<file path="src/rtl/core/ssq_pkg.sv">
// Shared constants, operation codes and cell control type for the sorted set core.
`default_nettype none

package ssq_pkg;

  // Set geometry.
  localparam int unsigned CAPACITY    = 64;
  localparam int unsigned VALUE_WIDTH = 24;
  localparam int unsigned COUNT_W     = $clog2(CAPACITY + 1);

  // Beat field widths.
  localparam int unsigned OP_W           = 2;
  localparam int unsigned ITEM_W         = 24;
  localparam int unsigned MCOUNT_W       = 7;
  localparam int unsigned IN_FIELDS_W    = OP_W + ITEM_W;
  localparam int unsigned OUT_FIELDS_W   = 1 + MCOUNT_W + 1;
  localparam int unsigned IN_TDATA_W     = ((IN_FIELDS_W + 7) / 8) * 8;
  localparam int unsigned OUT_TDATA_W    = ((OUT_FIELDS_W + 7) / 8) * 8;

  // Operation codes; the unused code behaves as a query.
  localparam logic [OP_W-1:0] OP_TOGGLE = 2'd0;
  localparam logic [OP_W-1:0] OP_QUERY  = 2'd1;
  localparam logic [OP_W-1:0] OP_CLEAR  = 2'd2;

  // Broadcast from the controller to every cell of the row.
  typedef struct packed {
    logic                   cmp;    // capture compare flags against value
    logic                   ins;    // open a slot at the insert point
    logic                   rem;    // close the slot at the matching entry
    logic [VALUE_WIDTH-1:0] value;
  } cell_ctrl_t;

endpackage

`default_nettype wire

</file>
<file path="src/rtl/core/ssq_cell.sv">
// One storage cell of the sorted row: holds an entry, compares it and shifts with its neighbors.
`default_nettype none

module ssq_cell (
  input  wire                                 clk_i,
  input  wire                                 rst_ni,
  input  wire  ssq_pkg::cell_ctrl_t           ctrl_i,
  input  wire                                 occ_i,
  input  wire  [ssq_pkg::VALUE_WIDTH-1:0]     left_entry_i,
  input  wire                                 left_lt_i,
  input  wire  [ssq_pkg::VALUE_WIDTH-1:0]     right_entry_i,
  output logic [ssq_pkg::VALUE_WIDTH-1:0]     entry_o,
  output logic                                lt_o,
  output logic                                eq_o
);

  logic [ssq_pkg::VALUE_WIDTH-1:0] entry_q, entry_d;
  logic                            lt_q, eq_q;

  // Flags are only meaningful for occupied cells; free cells read as not below.
  always_ff @(posedge clk_i or negedge rst_ni) begin
    if (!rst_ni) begin
      lt_q <= 1'b0;
      eq_q <= 1'b0;
    end else if (ctrl_i.cmp) begin
      lt_q <= occ_i && (entry_q < ctrl_i.value);
      eq_q <= occ_i && (entry_q == ctrl_i.value);
    end
  end

  // Cells at or past the insert point take their left neighbor, the first one takes
  // the new value; on removal cells at or past the match take their right neighbor.
  always_comb begin
    entry_d = entry_q;
    if (ctrl_i.ins && !lt_q) begin
      entry_d = left_lt_i ? ctrl_i.value : left_entry_i;
    end else if (ctrl_i.rem && !lt_q) begin
      entry_d = right_entry_i;
    end
  end

  always_ff @(posedge clk_i) begin
    entry_q <= entry_d;
  end

  assign entry_o = entry_q;
  assign lt_o    = lt_q;
  assign eq_o    = eq_q;

endmodule

`default_nettype wire

</file>
<file path="config.mk">
export PLATFORM = sky130hd
export DESIGN_NAME = ssq_cell
export DESIGN_NICKNAME = d
export VERILOG_FILES = /design/src/rtl/core/ssq_pkg.sv /design/src/rtl/core/ssq_cell.sv
export SDC_FILE = /design/constraint.sdc
export NUM_CORES = 1
export LEC_CHECK = 0
export BUFFER_PORTS_ARGS = -buffer_cell sky130_fd_sc_hd__buf_2
export CORE_AREA = 2 2 67 69
export CTS_CLUSTER_SIZE = 20
export DETAILED_ROUTE_END_ITERATION = 10
export DIE_AREA = 0 0 69 71
export PLACE_DENSITY = 0.82
export REMOVE_ABC_BUFFERS = 1
export SLEW_MARGIN = 20
export SYNTH_ARGS = -nofsm -noshare
export SYNTH_HDL_FRONTEND = slang
export SYNTH_SLANG_ARGS = --single-unit
</file>
<file path="constraint.sdc">
create_clock -name clk_i -period 3.5 [get_ports clk_i]
set_clock_uncertainty 0.2 [all_clocks]
set_input_delay 0.525 -clock clk_i [delete_from_list [all_inputs] [get_ports clk_i]]
set_output_delay 0.525 -clock clk_i [all_outputs]
set_load 0.1 [all_outputs]
</file>
==> flow_summary.yaml, run 1 <==
sta:
  fin_crit_ns: 2.08
  fmax_mhz: 481
  final.period_utilization: 0.594
  rsz0062_at_grt: "false"
  slew_headroom: 0.515
  slew_violations: 0
  setup_violations: 0
  hold_violations: 0
  fin_tns_setup_ns: 0
  worst_pin_slew_ns: 0.728
synthesis:
  synth_cell_types: 26
  yosysTopAreaCellShare: 0.378
  yosysTopAreaCell: "edfxtp_1"
  synth_top_family_by_area: "adder cells"
  synth_seq_cells: 26
  synth_compound_area_frac: 0.120
  postSynthAreaPerCell_um2: 9.67
  synth_xor_area_frac: 0
  synth_seq_area_share: 0.404
  synth_adder_area_share: 0.158
  synthesis.instances: 197
  synthMuxAreaShare: 0.126
  yosys_warnings: 0
  syn-cell-area_um2: 1910
  yosys-top-cells-area: "edfxtp_1 (38%), ha_1 (16%), mux2i_1 (13%), o21ai_0 (6.8%), nand2_1 (5.9%)"
  synthSimpleGateAreaFrac: 0.125
place:
  gp_congestion: 0.766
  dp_hpwl_um: 3620
  numPortBuffers: 104
  dpl-instance-area_um2: 2470
clock_tree:
  clk_path_buf_depth: 2
  cts_resized: 0
  worstSkewPairLatency_ns: 0.27
  clk_pin_slew_worst_paths_ns: 0.09
  cts.htree.levels: 1
  cts_setup_buffers: 0
  cts_hold_buf: 1
  cts_sinks: 26
  cts_root_buf: "clkbuf_8"
  tritoncts: "built"
  numCtsBuffers: 3
floorplan:
  num_rows: 24
  die_area_um2: 4900
  num_io_pins: 105
  start_util: 0.453
  die_h_um: 71
  die_w_um: 69
  coreArea_um2: 4200
global_routing:
  overflow: 0
  antenna_found_initial: 0
  grt_max_degree: 27
  grt_pass1_vias: 1757
  grt_pass1_wl_um: 7400
  grtUsageTotal: 0.184
detailed_routing:
  routedWlPerCell_um: 12.4
  vias: 1730
  drtIter0Drc: 64
  remaining_drc_errors: 0
  first_pass_iters: 4
  postRouteAntennaNets: 0
  via_per_inst: 4.91
  routed_wl_um: 4380
setup_path:
  crit_chain: "ha_1 -> nand4_2 -> nor4_2 -> and3_1 -> o21ai_1 -> a32o_1"
  critPathArrivalTime_ns: 2.04
  worst-path-max-fanout: 3
  cp-end-kind: "flip-flop"
  startpoint_type: "flip-flop"
  crit_buf_inv: 0
  reg2reg_slack_ns: 1.42
  slowest_stage: "edfxtp_1"
  crit_family: "simple AND/OR/NAND/NOR gates"
  slowest_delay_ns: 0.42
  cp.required_ns: 3.46
  crit_type: "reg2reg"
power_and_ir_drop:
  p_per_area_nw_per_um2: 493
  leakagePower_nw: 1.36
  totalPowerFinal_mw: 1.25
  peakVddDrop_uv: 368
layout:
  drive_gt1_frac: 0.377
  diodes: 0
  fin_area_um2: 2530
  final_common_cell: "buf_2"
  final_cell_mix: "buf_2 (104), nand2_1 (30), o21ai_0 (26)"
  nNetsFinal: 404
  syn2layout_area_growth_pct: 32.8
job:
  max_cap_violations: 0
worst_hold_path:
  hold_class: "in2reg"
run_status:
  outcome: "finished, final reports clean"
-- worst min-delay path, cell delays in order --
cell and delay (ns):
buf_2 0.07, nand2_1 0.04, o21ai_0 0.05
-- layout make-up --
cell class                      count  area (um^2)
Fill cell                         384         1670
Multi-Input combinational cell    138         1010
Sequential cell                    26          771
Timing Repair Buffer              107          546
Inverter                           25         93.8
Tap cell                           52         65.1
Clock buffer                        3         41.3
Clock inverter                      1         3.75
-- metal layers --
layer	vias up	routed length (um)	GRT usage
li1	904	-	-
met1	772	1800	0.202
met2	54	2320	0.361
met3	0	266	0.0484
met4	0	0	0.0261
met5	-	0	0
-- state kept, by name (all words and copies together), names as in the netlist --
name and count:
lt_o 1, entry_o 24, eq_o 1
-- cells in the mapped netlist --
library cell,count
nand2_1,30
nor2b_1,1
o21ai_1,1
a21oi_1,10
nand3_1,4
a22o_1,1
nor4_2,1
o21ai_0,26
clkbuf_1,5
nand4_2,1
o211ai_1,1
inv_1,25
edfxtp_1,24
nand2b_1,1
mux2i_1,24
nand4_4,1
dfrtp_1,2
a222oi_1,1
and3_1,2
nor2_1,3
ha_1,24
nor3_1,2
a21o_1,1
buf_2,3
nand4_1,2
a32o_1,1
-- report_power, final --
group	switching (mW)	internal [mW]	leakage (nW)
Clock	0.0941	0.0786	0.0231
Sequential	0.0260	0.405	0.267
Combinational	0.497	0.146	1.07
Total	0.617	0.630	1.36
-- final timing paths --
kind | cells past startpoint | end | from
min in group asynchronous | 2 | eq_o | rst_ni
min | 3 | entry_o[2] | right_entry_i[2]
min reg2reg | 1 | eq_o | eq_o
max | 6 | lt_o | entry_o[23]
max in group asynchronous | 2 | lt_o | rst_ni
max reg2reg | 6 | lt_o | entry_o[23]
-- stage by stage --
| stage | std cells | util | hold WS, ns | worst slack, ns |
|---|---|---|---|---|
| after floorplan | 189 | - | 0.0294 | 0.954 |
| after global placement | 347 | 0.589 | 0.111 | 1.26 |
| after detailed placement | 347 | 0.589 | 0.112 | 1.17 |
| after CTS | 352 | 0.602 | 0.317 | 1.41 |
| after global routing | 352 | 0.602 | 0.323 | 1.30 |
| final | 352 | 0.602 | 0.321 | 1.42 |
-- cells by family (layout without fill, tap and decap cells) --
kind of cell | count (synthesis) | count (layout)
AND/OR/NAND/NOR | 48 | 48
flip-flops | 26 | 26
adder cells (fa/ha/maj) | 24 | 24
AO/OA/AOI/OAI | 42 | 42
multiplexers | 24 | 24
buffers and inverters | 33 | 136
No activity file was read; power rests on OpenSTA's default activity.
==> run 2, diff against run 1 <==
- CORE_AREA: 2 2 67 69 -> 2 2 69 71
- DIE_AREA: 0 0 69 71 -> 0 0 71 73
- PLACE_DENSITY: 0.82 -> 0.78
- clock period: 3.5 -> 1.95 ns (I/O delays scaled with it)
==> run 2 against run 1 <==
Effect of this change: the run now ends with negative setup slack left; flip-flop and latch count unchanged; critical path depth unchanged; worst setup slack worse by 1.5 ns; sequential power up 81%; design area up 6.1%; largest power group unchanged.
==> flow_summary.yaml, run 2 (synthesis gave the netlist of run 1 again) <==
run_status:
  violations: "negative setup slack"
  outcome: "finished with violations"
power_and_ir_drop:
  swShare: 0.466
  p_clk_frac: 0.185
  leakagePower_nw: 1.41
  p_per_area_nw_per_um2: 908
  power_frac_seq: 0.319
  switchingPower_mw: 1.14
  power_frac_comb: 0.496
  p_int_mw: 1.30
  peakVddDrop_uv: 405
sta:
  final.period_utilization: 1.02
  slew_violations: 0
  fmax_mhz: 504
  worst_pin_slew_ns: 0.505
  slew_headroom: 0.666
  hold_violations: 0
  setup_violations: 1
  holdWs_ns: 0.0932
  rsz0062_at_grt: "true"
  fin_crit_ns: 1.99
  setup_ws_ns: -0.0353
clock_tree:
  clk_pin_slew_worst_paths_ns: 0.10
  cts.htree.levels: 1
  worstSkewPairLatency_ns: 0.27
  tritoncts: "built"
  cts_sinks: 26
  numCtsBuffers: 3
  cts_root_buf: "clkbuf_8"
  clk_path_buf_depth: 2
setup_path:
  critPathArrivalTime_ns: 1.95
  slowest_delay_ns: 0.44
  worst_r2r_path_depth: 6
  crit_type: "reg2reg"
  startpoint_type: "flip-flop"
  worst-path-stages: 6
  slowest_stage: "edfxtp_1"
  r2r_end: "lt_o"
  cp-end-kind: "flip-flop"
  crit_chain: "ha_4 -> nand4_4 -> nor4_4 -> and3_4 -> o21ai_2 -> a32o_1"
  rr_startpoint: "entry_o[18]"
  crit_buf_inv: 0
  worst-path-max-fanout: 2
  cp.required_ns: 1.91
  crit_family: "simple AND/OR/NAND/NOR gates"
  reg2reg_slack_ns: -0.04
global_routing:
  grt_pass1_wl_um: 7320
  overflow: 0
  grt_pass1_vias: 1706
  antenna_found_initial: 0
  grtUsageTotal: 0.175
  grt_max_degree: 25
detailed_routing:
  first_pass_iters: 4
  routedWlPerCell_um: 12.3
  drtIter0Drc: 119
  via_per_inst: 4.85
  remaining_drc_errors: 0
  vias: 1747
  routed_wl_um: 4450
  postRouteAntennaNets: 0
place:
  numPortBuffers: 104
  gp_congestion: 0.790
  dp_hpwl_um: 3590
layout:
  n_fill_cell: 398
  syn2layout_area_growth_pct: 40.8
  final_common_cell: "buf_2"
  nNetsFinal: 410
  multi_input_area_um2: 1080
  largest_reg_flops: 24
  fin_util: 0.592
  diodes: 0
  seq_area_um2: 771
  final_cell_mix: "buf_2 (104), nand2_1 (30), o21ai_0 (26)"
  drive_gt1_frac: 0.412
floorplan:
  coreArea_um2: 4540
  die_area_um2: 5180
  num_io_pins: 105
  start_util: 0.420
  die_h_um: 73
  die_w_um: 71
  num_rows: 25
worst_hold_path:
  min_delay_worst_endpoint: "entry_o[9]"
  min_from: "right_entry_i[9]"
  hold_depth: 3
  hold_class: "in2reg"
job:
  max_cap_violations: 0
==> run 2: changes by cell type in the layout (fill, tap and decap cells not counted), sizes merged <==
cell and change:
clkinv -1, buf +6, bufinv +1
==> run 2: power by group through the flow <==
stage / Clock (mW) / Sequential [mW] / Combinational, mW
2_1_floorplan: 0 / 1.40 / 0.285
3_3_place_gp: 0 / 0.781 / 1.16
3_5_place_dp: 0 / 0.786 / 1.18
4_1_cts: 0.461 / 0.780 / 1.22
5_1_grt: 0.483 / 0.791 / 1.30
6_report: 0.450 / 0.779 / 1.21
==> run 2: worst max path at each step <==
stage	start	to
floorplan	lt_o	entry_o[0]
global placement	ctrl_i[19]	lt_o
detailed placement	ctrl_i[23]	lt_o
CTS	entry_o[18]	lt_o
global route	entry_o[16]	lt_o
finish	entry_o[18]	lt_o
==> run 2: worst register-to-register path, cell delays in order (launching register included) <==
cell and delay (ns):
edfxtp_1 0.44, ha_4 0.31, nand4_4 0.11, nor4_4 0.30
and3_4 0.24, o21ai_2 0.05, a32o_1 0.22
==> run 2: what timing repair did <==
| action | 4_1_cts | 5_1_grt |
|---|---|---|
| gates resized for setup | 7 | 0 |
| pin swaps | 6 | 0 |
| endpoints found under the hold margin | 2 | 0 |
| hold buffers | 1 | 0 |
| buffers inserted | 1 | 0 |
| setup endpoints to repair | 1 | 2 |
==> run 2: layout make-up <==
cell class | count | area share
sequential | 26 | 0.287
clock buffer | 3 | 0.0154
tap | 54 | 0.0252
timing repair buffer | 113 | 0.225
clock inverter | 1 | 0.0112
multi-input combinational | 138 | 0.401
inverter | 25 | 0.0350
==> run 2: layer usage <==
metal / global-route usage / part of all wire
met1: 0.227 / 0.47
met2: 0.312 / 0.47
met3: 0.0262 / 0.063
met4: 0.0314 / 0.0056
met5: 0 / 0
==> run 2: metrics by stage <==
| step | instance area, um^2 | TNS [ns] | setup slack [ns] | power (mW) | cells |
|---|---|---|---|---|---|
| detailed placement | 2530 | -0.141 | -0.141 | 1.97 | 354 |
| global placement | 2530 | -0.0344 | -0.0344 | 1.94 | 354 |
| floorplan | 1870 | -28.13 | -0.596 | 1.68 | 189 |
| finish | 2680 | -0.0353 | -0.0353 | 2.44 | 360 |
| global route | 2680 | -0.151 | -0.123 | 2.57 | 360 |
| CTS | 2680 | -0.0311 | -0.0311 | 2.46 | 360 |
